[src/hdl/sfla_pkg.sv]
// Package for the segregated free-list allocator: field widths, operation and
// status codes, the classified request item and the back-end sequencer states.
// No dependencies.
`default_nettype none

package sfla_pkg;

	// Field widths fixed by the request and result formats.
	localparam int ADDR_W   = 16;
	localparam int SIZE_W   = 12;
	localparam int STATUS_W = 2;
	localparam int BATCH_W  = 7;
	localparam int CLS_W    = 6;

	// Refill batch limits and reset value.
	localparam logic [BATCH_W-1:0] BATCH_MAX   = 7'd64;
	localparam logic [BATCH_W-1:0] BATCH_RESET = 7'd20;

	// Operation codes.
	localparam logic OP_ALLOC = 1'b0;
	localparam logic OP_FREE  = 1'b1;

	// Status codes.
	localparam logic [STATUS_W-1:0] ST_OK        = 2'd0;
	localparam logic [STATUS_W-1:0] ST_BIG       = 2'd1;
	localparam logic [STATUS_W-1:0] ST_EXHAUSTED = 2'd2;

	// Classified request as it travels from the front end to the back end.
	typedef struct packed {
		logic              operation;
		logic              too_big;
		logic [CLS_W-1:0]  cls;
		logic [ADDR_W-1:0] address;
	} sfla_item_t;

	// Back-end sequencer states.
	typedef enum logic [2:0] {
		BK_IDLE,
		BK_HEAD,
		BK_POPA,
		BK_POPB,
		BK_CARVE,
		BK_FRAGA,
		BK_FRAGB,
		BK_RES
	} sfla_state_t;

endpackage

`default_nettype wire

[src/hdl/sfla_req_if.sv]
// Request channel of the allocator: valid/ready handshake plus the request fields.
// Depends on sfla_pkg.
`default_nettype none

interface sfla_req_if;
	import sfla_pkg::*;

	logic              valid;
	logic              ready;
	logic              operation;
	logic [SIZE_W-1:0] size_bytes;
	logic [ADDR_W-1:0] address;

	modport source(output valid, output operation, output size_bytes, output address,
		input ready);
	modport sink(input valid, input operation, input size_bytes, input address,
		output ready);
endinterface

`default_nettype wire

[src/hdl/sfla_front.sv]
// Front end: takes request items and classifies them by size class.
// Depends on sfla_pkg and sfla_req_if.
`default_nettype none

module sfla_front #(
	parameter int ALIGN       = 8,
	parameter int NUM_CLASSES = 16,
	parameter int MAX_BLOCK   = 128
) (
	sfla_req_if.sink             req,
	output sfla_pkg::sfla_item_t item,
	output logic                 item_valid,
	input  logic                 item_ready
);
	import sfla_pkg::*;

	// Division by ALIGN as a multiply by a rounded-up reciprocal, exact for EXT_W-bit values.
	localparam int EXT_W = SIZE_W + 1;
	localparam int L     = $clog2(ALIGN);
	localparam int SH    = EXT_W + L;
	localparam int RW    = EXT_W + 2;
	localparam int PW    = EXT_W + RW;
	localparam int unsigned RECIP = ((32'd1 << SH) + ALIGN - 1) / ALIGN;

	logic [EXT_W-1:0] rounded;
	logic [PW-1:0]    prod;
	logic [EXT_W-1:0] quo;
	logic             size_zero;
	logic             too_big;

	// Round the size up to whole ALIGN units and find the class.
	always_comb begin
		rounded   = EXT_W'(req.size_bytes) + EXT_W'(ALIGN - 1);
		prod      = PW'(rounded) * PW'(RECIP);
		quo       = EXT_W'(prod >> SH);
		size_zero = (req.size_bytes == '0);
		too_big   = (EXT_W'(req.size_bytes) > EXT_W'(MAX_BLOCK))
			|| (!size_zero && (quo > EXT_W'(NUM_CLASSES)));
	end

	always_comb begin
		item.operation = req.operation;
		item.too_big   = too_big;
		item.cls       = size_zero ? '0 : CLS_W'(quo - EXT_W'(1));
		item.address   = req.address;
	end

	assign item_valid = req.valid;
	assign req.ready  = item_ready;
endmodule

`default_nettype wire

[src/flat_wrapper.sv]
// flat-port wrapper written by rule: the top's interface ports become plain ports
module sfla_front_flat import sfla_pkg::*;
#(
	parameter int ALIGN       = 8,
	parameter int NUM_CLASSES = 16,
	parameter int MAX_BLOCK   = 128
)
  (item, item_valid, item_ready, req_valid, req_operation, req_size_bytes, req_address, req_ready);
  sfla_req_if req_i ();
  output sfla_pkg::sfla_item_t item;
  output logic item_valid;
  input  logic item_ready;
  input wire logic [$bits(req_i.valid)-1:0] req_valid;
  input wire logic [$bits(req_i.operation)-1:0] req_operation;
  input wire logic [$bits(req_i.size_bytes)-1:0] req_size_bytes;
  input wire logic [$bits(req_i.address)-1:0] req_address;
  output wire logic [$bits(req_i.ready)-1:0] req_ready;
  assign req_i.valid = req_valid;
  assign req_i.operation = req_operation;
  assign req_i.size_bytes = req_size_bytes;
  assign req_i.address = req_address;
  assign req_ready = req_i.ready;
  sfla_front #(.ALIGN(ALIGN), .NUM_CLASSES(NUM_CLASSES), .MAX_BLOCK(MAX_BLOCK)) u_core (.req(req_i), .item(item), .item_valid(item_valid), .item_ready(item_ready));
endmodule
[config.mk]
export PLATFORM = sky130hd
export DESIGN_NAME = sfla_front_flat
export DESIGN_NICKNAME = d
export VERILOG_FILES = /design/src/hdl/sfla_pkg.sv /design/src/hdl/sfla_req_if.sv /design/src/hdl/sfla_front.sv /design/src/flat_wrapper.sv
export SDC_FILE = /design/constraint.sdc
export NUM_CORES = 1
export LEC_CHECK = 0
export ABC_AREA = 1
export BUFFER_PORTS_ARGS = -buffer_cell sky130_fd_sc_hd__buf_4
export CAP_MARGIN = 40
export CORE_MARGIN = 3
export CORE_UTILIZATION = 39
export DETAILED_ROUTE_END_ITERATION = 12
export PLACE_DENSITY_LB_ADDON = 0.08
export SLEW_MARGIN = 15
export SYNTH_ARGS = -nofsm -noshare
export SYNTH_HDL_FRONTEND = slang
export SYNTH_SLANG_ARGS = --single-unit
[constraint.sdc]
create_clock -name vclk -period 2.1
set_clock_uncertainty 0.2 [all_clocks]
set_input_delay 0.21 -clock vclk [all_inputs]
set_output_delay 0.21 -clock vclk [all_outputs]
set_load 0.02 [all_outputs]
==> summary.txt <==
Run status
  • Status: completed

STA
  • Final period util: 95.67%
  • Unrepaired setup endpoints after global routing: yes
  • Minimum clock period: 2.009 ns
  • Setup-failing EPs final: 0
  • Slew Viols, Final: 0
  • Hold violation count in the final report: 0
  • Fmax: 0.4977 GHz
  • Slew HR: 87.18%
  • Worst slew pin tran: 0.1903 ns

GRT
  • Largest net degree at the start of global routing: 7
  • Global route overflow: 0
  • Vias in the first global route: 491
  • First-pass GRT wire length: approximately 2000 um
  • Total GRT Usage: 12.32%
  • Initial antenna violation count: 0

Cells and area
  • FF+latch area: 0 sq um
  • Sequential cell count: 0
  • FILL cells: 166
  • Post-Layout Cell Count: approximately 130
  • Clkbuf count: 0
  • Area grow syn2layout: 5.061%
  • Inserted Diodes: 0
  • Fin area: 649.4 sq um
  • Fin nets: 149
  • Share of cells above drive strength 1: 37.72%

Synthesis
  • Post-Synthesis Cells: 114
  • XOR/XNOR share of the synthesized area: under 10%
  • Syn avg cell area: 5.422 sq um
  • Dominant combinational cell family by area after synthesis: simple AND/OR/NAND/NOR gates
  • Yosys top cell by area: buf_4
  • Synth area leaders: buf_4 24%, nand2_1 15%, nor2_1 12%
  • Post-synth top cells: 24 x nand2_1, 20 x buf_4, 19 x nor2_1
  • Post-Synth Adder-Cell Area: 4.049%
  • Post-Syn Area: just over 600 sq um
  • Syn Nets: 147
  • Mux cell area share after synthesis: 0%
  • Simple-Gate Fraction of Synth Area: 57.89%
  • Synth unique cells: 19
  • Synth top area share: about a quarter
  • Most frequent cell after synthesis: nand2_1
  • Post-synthesis sequential area ratio: 0%
  • Compound-Gate Fraction of Synth Area: 3.239%
  • YS warnings: 0

Worst hold path
  • Hold-critical path depth: 0
  • Hold endpoint: item[11]
  • Min-delay worst type: in -> out
  • Hold Crit Start: req_address[11]

Drt
  • Initial DRC count: 2
  • Antenna Violating Nets Remaining: 0
  • DRC: 0
  • Via count: about 590
  • Vias/cell: 4.605
  • Post-Route WL: 1180 um
  • WL/cell: 9.147 um
  • Pre-antenna DRT Iters: 3

Worst setup path
  • Crit path DAT: 1.60 ns
  • CP Capture Type: output port
  • Critical path peak fanout: 3
  • WS Path Type: in -> out
  • Worst Path Required: roughly 1.7 ns
  • CP Launch Type: input port
  • Crit. Startpoint: req_size_bytes[2]

Placement
  • Dpl hpwl: 1041 um
  • Placed Cells: 128
  • RePlAce Congestion: 0.7871
  • Buffers on Ports: 19
  • Placement Cell Area: ~630 sq um

Die
  • Total die area: ~2100 sq um
  • Initial Utilization: between 40% and 50%
  • # rows: 13
  • Chip Width: between 40 and 50 um
  • I/O pins: 57
  • Die Height: 45.81 um
  • Core Footprint: 1399 sq um

Power and ir drop
  • VDD IR-drop max: 76.42 uV
  • Switching portion of total power: between 50% and 60%
  • Leakage: 0.3758 nW
  • Reg power frac: 0%
  • Logic pwr share: 100.0%
  • Cell Int Power: 57.33 uW
  • Clock power share: 0%
  • Pwr dens: 204.7 nW/um^2
  • Switching pwr: between 70 and 80 uW

Job
  • Max-cap violations: 0

Clocking
  • Hold-fix buffers, CTS: 0
-- critical path, cell delays in order --
cell and delay (ns):
buf_4 0.13, inv_2 0.05, nand2_1 0.05, nor2_2 0.14
nor2_1 0.07, or2_2 0.28, nand2_2 0.07, ha_2 0.18
buf_4 0.11, xor2_1 0.12, nor2_1 0.05, buf_4 0.15
-- cell families (layout without fill, tap and decap cells) --
kind of cell	Yosys count	after routing
and+or+nand+nor	72	72
buffers and inverters	35	35
AOI/OAI and AO/OA	4	4
adders and majority gates	2	2
xor gates and xnor gates	1	1
-- metrics by stage --
step	setup TNS, ns	hold WS, ns	utilization, %	power, mW	setup WS (ns)
CTS	0	0.2201	44.99	0.1300	0.07761
global placement	0	0.2201	44.99	0.1296	0.1235
global route	-0.02718	0.2200	46.42	0.1496	-0.01418
finish	0	0.2200	46.42	0.1329	0.09093
floorplan	0	0.3326	-	0.1290	0.2348
detailed placement	0	0.2201	44.99	0.1298	0.08130
-- repair_timing --
item                                    4_1_cts  5_1_grt
endpoints found under the setup margin        0        2
buffers inserted                              0        1
resized for setup                             0        5
-- final cells by class --
class                           instances  area, sq um  area share (%)
Inverter                               15        56.30           8.671
Timing Repair Buffer                   20        150.1           23.12
Multi-Input combinational cell         79        424.2           65.32
Tap cell                               15        18.77           2.890
-- how the worst max path moves through the flow --
stage	endpoint	cells past startpoint
after CTS	item[20]	13
after detailed placement	item[20]	13
after global placement	item[20]	13
final	item[18]	12
after global routing	item[20]	13
after floorplan	item[20]	11
-- placed cells by master, fill, tap and decap left out --
| cell | instances |
|---|---|
| o21ai_1 | 1 |
| or2_2 | 1 |
| nand2_1 | 23 |
| a21oi_1 | 2 |
| inv_2 | 4 |
| inv_1 | 11 |
| nand3_2 | 2 |
| nand2_4 | 3 |
| ha_2 | 2 |
| nand4_1 | 3 |
| xor2_1 | 1 |
| o21ai_0 | 1 |
| nand2_2 | 8 |
| buf_4 | 20 |
| nand3_1 | 9 |
| nor2_2 | 1 |
| nor2_1 | 19 |
| nor3_1 | 1 |
| nor2_4 | 2 |
-- metal layers --
| layer | GRT usage [%] | up-vias | share of wire (%) |
|---|---|---|---|
| li1 | - | 333 | - |
| met1 | 17.47 | 234 | 48 |
| met2 | 19.50 | 23 | 43 |
| met3 | 1.581 | 4 | 8.2 |
| met4 | 2.841 | 0 | 0.85 |
| met5 | 0 | - | 0 |
-- power by group through the flow --
stage / logic [mW] / clock network, mW / registers (mW)
floorplan: 0.129 / 0 / 0
global placement: 0.130 / 0 / 0
detailed placement: 0.130 / 0 / 0
CTS: 0.130 / 0 / 0
global route: 0.150 / 0 / 0
finish: 0.133 / 0 / 0
No activity file was read; power rests on OpenSTA's default activity.
