`src/hdl/sfla_pkg.sv`:
```
// Package for the segregated free-list allocator: field widths, operation and
// status codes, the classified request item and the back-end sequencer states.
// No dependencies.
`default_nettype none

package sfla_pkg;

	// Field widths fixed by the request and result formats.
	localparam int ADDR_W   = 16;
	localparam int SIZE_W   = 12;
	localparam int STATUS_W = 2;
	localparam int BATCH_W  = 7;
	localparam int CLS_W    = 6;

	// Refill batch limits and reset value.
	localparam logic [BATCH_W-1:0] BATCH_MAX   = 7'd64;
	localparam logic [BATCH_W-1:0] BATCH_RESET = 7'd20;

	// Operation codes.
	localparam logic OP_ALLOC = 1'b0;
	localparam logic OP_FREE  = 1'b1;

	// Status codes.
	localparam logic [STATUS_W-1:0] ST_OK        = 2'd0;
	localparam logic [STATUS_W-1:0] ST_BIG       = 2'd1;
	localparam logic [STATUS_W-1:0] ST_EXHAUSTED = 2'd2;

	// Classified request as it travels from the front end to the back end.
	typedef struct packed {
		logic              operation;
		logic              too_big;
		logic [CLS_W-1:0]  cls;
		logic [ADDR_W-1:0] address;
	} sfla_item_t;

	// Back-end sequencer states.
	typedef enum logic [2:0] {
		BK_IDLE,
		BK_HEAD,
		BK_POPA,
		BK_POPB,
		BK_CARVE,
		BK_FRAGA,
		BK_FRAGB,
		BK_RES
	} sfla_state_t;

endpackage

`default_nettype wire

```
`src/hdl/sfla_queue.sv`:
```
// Two-entry queue that decouples the classifying front end from the back end.
// Depends on sfla_pkg.
`default_nettype none

module sfla_queue (
	input  logic                 clk,
	input  logic                 arst_n,
	input  logic                 push_valid,
	output logic                 push_ready,
	input  sfla_pkg::sfla_item_t push_item,
	output logic                 pop_valid,
	input  logic                 pop,
	output sfla_pkg::sfla_item_t pop_item
);
	import sfla_pkg::*;

	sfla_item_t entries_q [2];
	logic       wptr_q;
	logic       rptr_q;
	logic [1:0] count_q;
	logic       do_push;
	logic       do_pop;

	assign push_ready = (count_q != 2'd2);
	assign pop_valid  = (count_q != 2'd0);
	assign pop_item   = entries_q[rptr_q];
	assign do_push    = push_valid && push_ready;
	assign do_pop     = pop && pop_valid;

	// Pointers and fill count.
	always_ff @(posedge clk or negedge arst_n) begin
		if (!arst_n) begin
			wptr_q  <= 1'b0;
			rptr_q  <= 1'b0;
			count_q <= 2'd0;
		end else begin
			if (do_push) begin
				wptr_q <= ~wptr_q;
			end
			if (do_pop) begin
				rptr_q <= ~rptr_q;
			end
			case ({do_push, do_pop})
				2'b10:   count_q <= count_q + 2'd1;
				2'b01:   count_q <= count_q - 2'd1;
				default: count_q <= count_q;
			endcase
		end
	end

	// Entry storage.
	always_ff @(posedge clk) begin
		if (do_push) begin
			entries_q[wptr_q] <= push_item;
		end
	end
endmodule

`default_nettype wire

```
`config.mk`:
```
export PLATFORM = sky130hd
export DESIGN_NAME = sfla_queue
export DESIGN_NICKNAME = d
export VERILOG_FILES = /design/src/hdl/sfla_pkg.sv /design/src/hdl/sfla_queue.sv
export SDC_FILE = /design/constraint.sdc
export NUM_CORES = 1
export LEC_CHECK = 0
export BUFFER_PORTS_ARGS = -buffer_cell sky130_fd_sc_hd__buf_2
export CAP_MARGIN = 20
export CORE_MARGIN = 5
export CORE_UTILIZATION = 46
export CTS_BUF_LIST = sky130_fd_sc_hd__clkbuf_16
export CTS_CLUSTER_DIAMETER = 80
export DETAILED_ROUTE_END_ITERATION = 7
export PLACE_DENSITY = 0.84
export SLEW_MARGIN = 25
export SYNTH_ARGS = -nofsm -noshare
export SYNTH_HDL_FRONTEND = slang
export SYNTH_SLANG_ARGS = --single-unit
```
`constraint.sdc`:
```
create_clock -name clk -period 2.15 [get_ports clk]
set_input_delay 0.215 -clock clk [delete_from_list [all_inputs] [get_ports clk]]
set_output_delay 0.215 -clock clk [all_outputs]
set_load 0.005 [all_outputs]
```
==> flow_metrics.py, run 1 <==
metrics = {
    "detailed_routing": {
        "ant_nets": 0,
        "drtIter0Drc": 37,
        "drc_errors": 0,
        "vias": 978,
        "vias_per_cell": 4.77,
        "wl_per_cell_um": 15.7,
        "wirelength_um": 3220,
        "drt-pass1-iter-count": 4,
    },
    "worst_setup_path": {
        "crit_fanout": 21,
        "cpPeakStageDelay_ns": 0.49,
        "end_kind": "output pin",
        "path_buf_inv": 2,
        "regToRegEndpoint": "entries_q[0][2]",
        "critPathSlowestCell": "dfrtp_1",
        "required_ns": 1.93,
        "start_kind": "flip-flop",
        "crit_arrival_ns": 1.48,
        "crit-reg2reg-launch": "count_q[0]",
        "critical-path-top-delay-family": "flip-flops",
        "ff2ff_path_depth": 4,
        "r2r_setup_slack_ns": 0.63,
        "path_cells": "buf_12, mux2_2, buf_2",
        "crit_type": "reg2out",
    },
    "yosys": {
        "ys_ff_latch": 52,
        "yosysWarnings": 0,
        "yosys-top-cells-area": "edfxtp_1, mux2_2, dfrtp_1, buf_6, xnor2_1",
        "yosys.area_share.xor_xnor_pct": 2.26,
        "yosys.area.top_type": "edfxtp_1",
        "yosys.area_share.simple_pct": 2.00,
        "yosysSeqAreaShare_pct": 79.4,
        "synth.top_cell.area_share_pct": 74.3,
        "syn_area_sq_um": 1940,
        "synth_compound_area_share_pct": 0,
        "syn_avg_cell_area_sq_um": 21.1,
        "synth_top_family_by_area": "multiplexers",
        "synth_adder_area_share_pct": 0.645,
        "synth_nets": 121,
        "synthMuxAreaShare_pct": 13.9,
        "synth_cell_types": 13,
        "syn-instance-count": 92,
    },
    "clocking": {
        "cts.sinks": 52,
        "ctsResizeCount": 0,
        "clock_latency_ns": 0.28,
        "h-tree-depth": 2,
        "cts_root_buf": "clkbuf_16",
        "cts_tree": "yes",
        "clk_pin_slew_ns": 0.06,
        "numCtsBuffers": 5,
        "cts_max_path_buffers": 2,
    },
    "status": {
        "outcome": "finished, final reports clean",
    },
    "final_layout": {
        "antenna_cells": 0,
        "final_common_cell": "buf_2",
        "drive_above_1_share_pct": 58.7,
        "syn_to_final_growth_pct": 27.5,
        "layout_common_cells": "buf_2, edfxtp_1, mux2_2",
        "nets": 183,
    },
    "floorplan": {
        "fp.dieArea_sq_um": 5620,
        "initial_core_util_pct": 47.8,
        "fp-row-count": 23,
        "die-height_um": 75.0,
        "io_pins": 54,
        "core-area_sq_um": 4060,
        "die_x_um": 75.0,
    },
    "sta": {
        "setup_viol": 0,
        "finalHoldViolCount": 0,
        "worst_pin_slew_ns": 0.331,
        "whs_ns": 0.119,
        "max_freq_mhz": 591,
        "fin_skew_ns": 0.00383,
        "timing.final.crit_share_pct": 78.7,
        "finalMaxSlewViolations": 0,
        "finalSetupTns_ns": 0,
        "slew_headroom_pct": 77.9,
        "rsz0062_at_grt": "false",
        "layout_min_cycle_time_ns": 1.69,
    },
    "power": {
        "leakage_uw": 0.000951,
        "swShare_pct": 25.7,
        "cellPowerDensity_nw_per_um2": 1340,
        "power.switching_uw": 851,
        "power_uw": 3320,
        "sequentialPowerShare_pct": 44.8,
        "vdd_drop_max_mv": 0.758,
        "power_frac_comb_pct": 28.7,
        "pwr-share-clk_pct": 26.5,
        "p_int_uw": 2460,
    },
    "worst_hold_path": {
        "hold_depth": 1,
        "hold_start": "push_item[13]",
        "hold_end": "entries_q[0][13]",
        "min_path_type": "in2reg",
    },
    "placed_design": {
        "io_buffers": 53,
        "gp_congestion": 0.721,
        "dp_hpwl_um": 2410,
    },
    "grt": {
        "grt_max_degree": 22,
        "grt_remaining_overflow": 0,
        "grt_pass1_vias": 1015,
        "antenna_found_initial": 0,
        "grt_use_total_pct": 12.3,
        "grt_pass1_wl_um": 4860,
    },
    "job": {
        "cap_violations": 0,
    },
}
==> cell families after synthesis <==
family / count (synthesis)
buffers and inverters: 3
multiplexers: 24
adder cells (fa/ha/maj): 1
XOR/XNOR: 5
flip-flops: 52
AND/OR/NAND/NOR: 7
==> Yosys cell counts <==
| cell | n |
|---|---|
| and2_4 | 1 |
| and3_1 | 1 |
| buf_6 | 3 |
| dfrtp_1 | 4 |
| edfxtp_1 | 48 |
| ha_1 | 1 |
| mux2_2 | 24 |
| nand2_1 | 1 |
| nand2b_1 | 1 |
| nor2_1 | 2 |
| or2_1 | 1 |
| xnor2_1 | 3 |
| xor2_1 | 2 |
==> worst max-delay path by stage <==
stage	startpoint	end	slack [ns]	depth (start not counted)
floorplan	count_q[0]	entries_q[0][0]	0.06	3
global placement	count_q[0]	entries_q[0][4]	0.69	4
detailed placement	count_q[0]	entries_q[0][8]	0.63	4
CTS	rptr_q	pop_item[12]	0.43	3
global route	rptr_q	pop_item[12]	0.38	3
finish	rptr_q	pop_item[12]	0.46	3
==> metrics by stage <==
step	setup slack, ns	instances	cell area, sq um	util [%]
after floorplan	0.0647	92	1940	-
after global placement	0.688	196	2290	56.5
after detailed placement	0.626	196	2290	56.5
after CTS	0.432	205	2470	61.0
after global routing	0.382	205	2470	61.0
final	0.457	205	2470	61.0
==> sequential cells by signal, indices dropped and copies added, names as in the netlist <==
name       cells
rptr_q         1
wptr_q         1
entries_q     48
count_q        2
==> routing by layer <==
layer	routed length (um)	track usage, %	up-vias
met1	1270	14.9	456
met3	305	5.47	3
li1	-	-	479
met2	1620	20.1	40
met4	25	2.96	0
met5	0	0	-
==> power by group through the flow <==
| stage | clock, uW | combinational, uW | sequential (uW) |
|---|---|---|---|
| CTS | 902 | 983 | 1490 |
| floorplan | 0 | 620 | 1470 |
| detailed placement | 0 | 972 | 1510 |
| finish | 877 | 952 | 1490 |
| global placement | 0 | 947 | 1490 |
| global route | 948 | 1040 | 1510 |
==> repair_timing <==
item                      CTS  global route
buffers inserted            0             0
hold endpoints to repair    4             0
hold buffers                1             0
==> final cells by class <==
cell class	count	area, sq um
Multi-Input combinational cell	37	368
Sequential cell	52	1540
Clock buffer	5	125
Tap cell	50	62.6
Clock inverter	3	46.3
Fill cell	311	1580
Timing Repair Buffer	58	330
(Power assumes the default switching activity.)
==> run 2: changes to the inputs <==
--- a/config.mk
+++ b/config.mk
@@ -5,14 +5,15 @@
 export SDC_FILE = /design/constraint.sdc
 export NUM_CORES = 1
 export LEC_CHECK = 0
+export ABC_AREA = 1
 export BUFFER_PORTS_ARGS = -buffer_cell sky130_fd_sc_hd__buf_2
 export CAP_MARGIN = 20
 export CORE_MARGIN = 5
-export CORE_UTILIZATION = 46
+export CORE_UTILIZATION = 51
 export CTS_BUF_LIST = sky130_fd_sc_hd__clkbuf_16
 export CTS_CLUSTER_DIAMETER = 80
 export DETAILED_ROUTE_END_ITERATION = 7
-export PLACE_DENSITY = 0.84
+export PLACE_DENSITY = 0.88
 export SLEW_MARGIN = 25
 export SYNTH_ARGS = -nofsm -noshare
 export SYNTH_HDL_FRONTEND = slang
==> constraint.sdc (replaced) <==
create_clock -name clk -period 1.7 [get_ports clk]
set_input_delay 0.17 -clock clk [delete_from_list [all_inputs] [get_ports clk]]
set_output_delay 0.17 -clock clk [all_outputs]
set_load 0.005 [all_outputs]
==> run 2 against run 1 <==
  * Sequential share of layout area fell by 0.25 points
  * Setup slack got worse by 0.24 ns
  * Sequential cell count did not move
  * Clock power rose by 0.8%
  * Global-route usage rose by 0.79 points
  * Sequential power rose by 26%
  * Largest cell class unchanged
  * Largest power group unchanged
  * Highest routed layer unchanged
==> flow_metrics.py, run 2 <==
metrics = {
    "status": {
        "outcome": "finished, final reports clean",
    },
    "worst_hold_path": {
        "min_path_type": "in2reg",
    },
    "placed_design": {
        "dp_hpwl_um": 2410,
        "placement.cell_area_sq_um": 2340,
        "io_buffers": 53,
        "dpl_worst_slack_ns": 0.319,
        "gp_congestion": 0.716,
        "dp.cells": 256,
    },
    "final_layout": {
        "regArea_sq_um": 1540,
        "syn_to_final_growth_pct": 23.4,
        "multiInputGateArea_sq_um": 389,
        "final_common_cell": "nand2_1",
        "stdcell_count": 265,
        "nFillCells": 282,
        "top_regs": "entries_q: 48 flops, count_q: 2 flops",
        "top_register": "entries_q",
        "drive_above_1_share_pct": 32.3,
        "nets": 245,
        "largest_register_ffs": 48,
        "layout_common_cells": "nand2_1, buf_2, edfxtp_1",
        "fin_area_sq_um": 2480,
        "antenna_cells": 0,
    },
    "sta": {
        "fin_skew_ns": 0.00385,
        "setup_viol": 0,
        "rsz0062_at_grt": "false",
        "timing.final.crit_share_pct": 87.2,
        "setup_slack_ns": 0.218,
        "finalHoldViolCount": 0,
        "whs_ns": 0.0842,
        "layout_min_cycle_time_ns": 1.48,
        "worst_pin_slew_ns": 0.349,
        "finalMaxSlewViolations": 0,
        "slew_headroom_pct": 76.7,
        "finalSetupTns_ns": 0,
        "max_freq_mhz": 675,
    },
    "floorplan": {
        "die_x_um": 72.8,
        "fp.dieArea_sq_um": 5300,
        "core-area_sq_um": 3740,
        "fp-row-count": 22,
        "die-height_um": 72.8,
        "initial_core_util_pct": 53.7,
        "io_pins": 54,
    },
    "yosys": {
        "synth_cell_types": 17,
        "synth_flop_cell": "edfxtp_1",
        "yosysWarnings": 0,
        "yosysSeqAreaShare_pct": 76.6,
        "yosys.area.top_type": "edfxtp_1",
        "syn_avg_cell_area_sq_um": 13.0,
        "syn-instance-count": 155,
        "synth_nets": 184,
        "yosys-top-cells-area": "edfxtp_1, nand2_1, dfrtp_1, buf_6, nand2_4",
        "netlist_top_cells_count": "nand2_1, edfxtp_1, inv_1",
        "syn_area_sq_um": 2010,
        "synth_most_common_cell": "nand2_1",
        "synth.top_cell.area_share_pct": 71.6,
        "async_flop_share_pct": 7.69,
        "ys_ff_latch": 52,
        "synth_edf_count": 48,
    },
    "detailed_routing": {
        "vias_per_cell": 4.57,
        "drtIter0Drc": 37,
        "wl_per_cell_um": 12.4,
        "vias": 1210,
        "wirelength_um": 3290,
        "drc_errors": 0,
        "ant_nets": 0,
        "drt-pass1-iter-count": 4,
    },
    "worst_setup_path": {
        "crit_arrival_ns": 1.31,
        "end_kind": "output pin",
        "crit_type": "reg2out",
        "start_kind": "flip-flop",
        "required_ns": 1.53,
        "crit_fanout": 11,
    },
    "grt": {
        "grt_remaining_overflow": 0,
        "grt_pass1_vias": 1191,
        "grt_max_degree": 26,
        "antenna_found_initial": 0,
        "grt_pass1_wl_um": 5170,
        "grt_use_total_pct": 13.0,
    },
    "power": {
        "leakage_uw": 0.00112,
        "cellPowerDensity_nw_per_um2": 1640,
        "vdd_drop_max_mv": 1.28,
    },
    "clocking": {
        "numCtsBuffers": 5,
        "clock_latency_ns": 0.27,
        "clk_pin_slew_ns": 0.06,
        "cts_tree": "yes",
        "h-tree-depth": 2,
        "cts.sinks": 52,
        "cts_max_path_buffers": 2,
        "post-cts-setup-buffer-count": 0,
        "cts_root_buf": "clkbuf_16",
    },
    "job": {
        "cap_violations": 0,
    },
}
==> run 2: routing by layer <==
layer | wire, um | vias up | global-route usage (%)
met5 | 0 | - | 0
met4 | 23 | 0 | 4.92
met1 | 1220 | 552 | 14.2
li1 | - | 633 | -
met3 | 174 | 2 | 3.31
met2 | 1870 | 23 | 24.1
==> run 2: report_power, final <==
part	total, uW	internal (uW)	switching (uW)
Combinational	1320	533	785
Sequential	1880	1750	127
Clock	884	528	356
Total	4080	2820	1270
==> run 2: cell type report <==
| class | count | share of cell area (%) |
|---|---|---|
| Clock buffer | 5 | 5.04 |
| Sequential cell | 52 | 62.1 |
| Clock inverter | 3 | 0.453 |
| Multi-Input combinational cell | 91 | 15.7 |
| Inverter | 7 | 1.26 |
| Tap cell | 48 | 2.42 |
| Timing Repair Buffer | 59 | 13.1 |
==> run 2: worst paths after layout <==
kind,endpoint,start,cells after the start,slack [ns]
setup / recovery,pop_item[20],rptr_q,4,0.22
hold / removal,entries_q[0][11],push_item[11],1,0.08
setup reg to reg,count_q[1],count_q[1],9,0.30
hold reg to reg,count_q[0],count_q[0],1,0.52
max in group asynchronous,rptr_q,arst_n,2,1.33
min in group asynchronous,wptr_q,arst_n,2,0.24
==> run 2: critical path: stages (launching register included) <==
cell and delay [ns]:
dfrtp_1 0.55, buf_4 0.25, nand2_1 0.07, nand2_1 0.07
buf_2 0.11
==> run 2: stage by stage <==
stage	utilization, %	total power, uW
floorplan	-	2740
global placement	62.4	3200
detailed placement	62.4	3250
CTS	66.3	4130
global route	66.3	4350
finish	66.3	4080
==> run 2: what timing repair did <==
action	4_1_cts	5_1_grt
hold buffers	1	0
gates resized for setup	0	0
endpoints found under the hold margin	4	0
==> run 2: cells by family after synthesis <==
kind of cell | synth area share (%)
xor gates and xnor gates | 0.435
DFF | 76.6
buffers and inverters | 4.17
adders and majority gates | 0.622
and+or+nand+nor | 17.9
AOI/OAI and AO/OA | 0.249
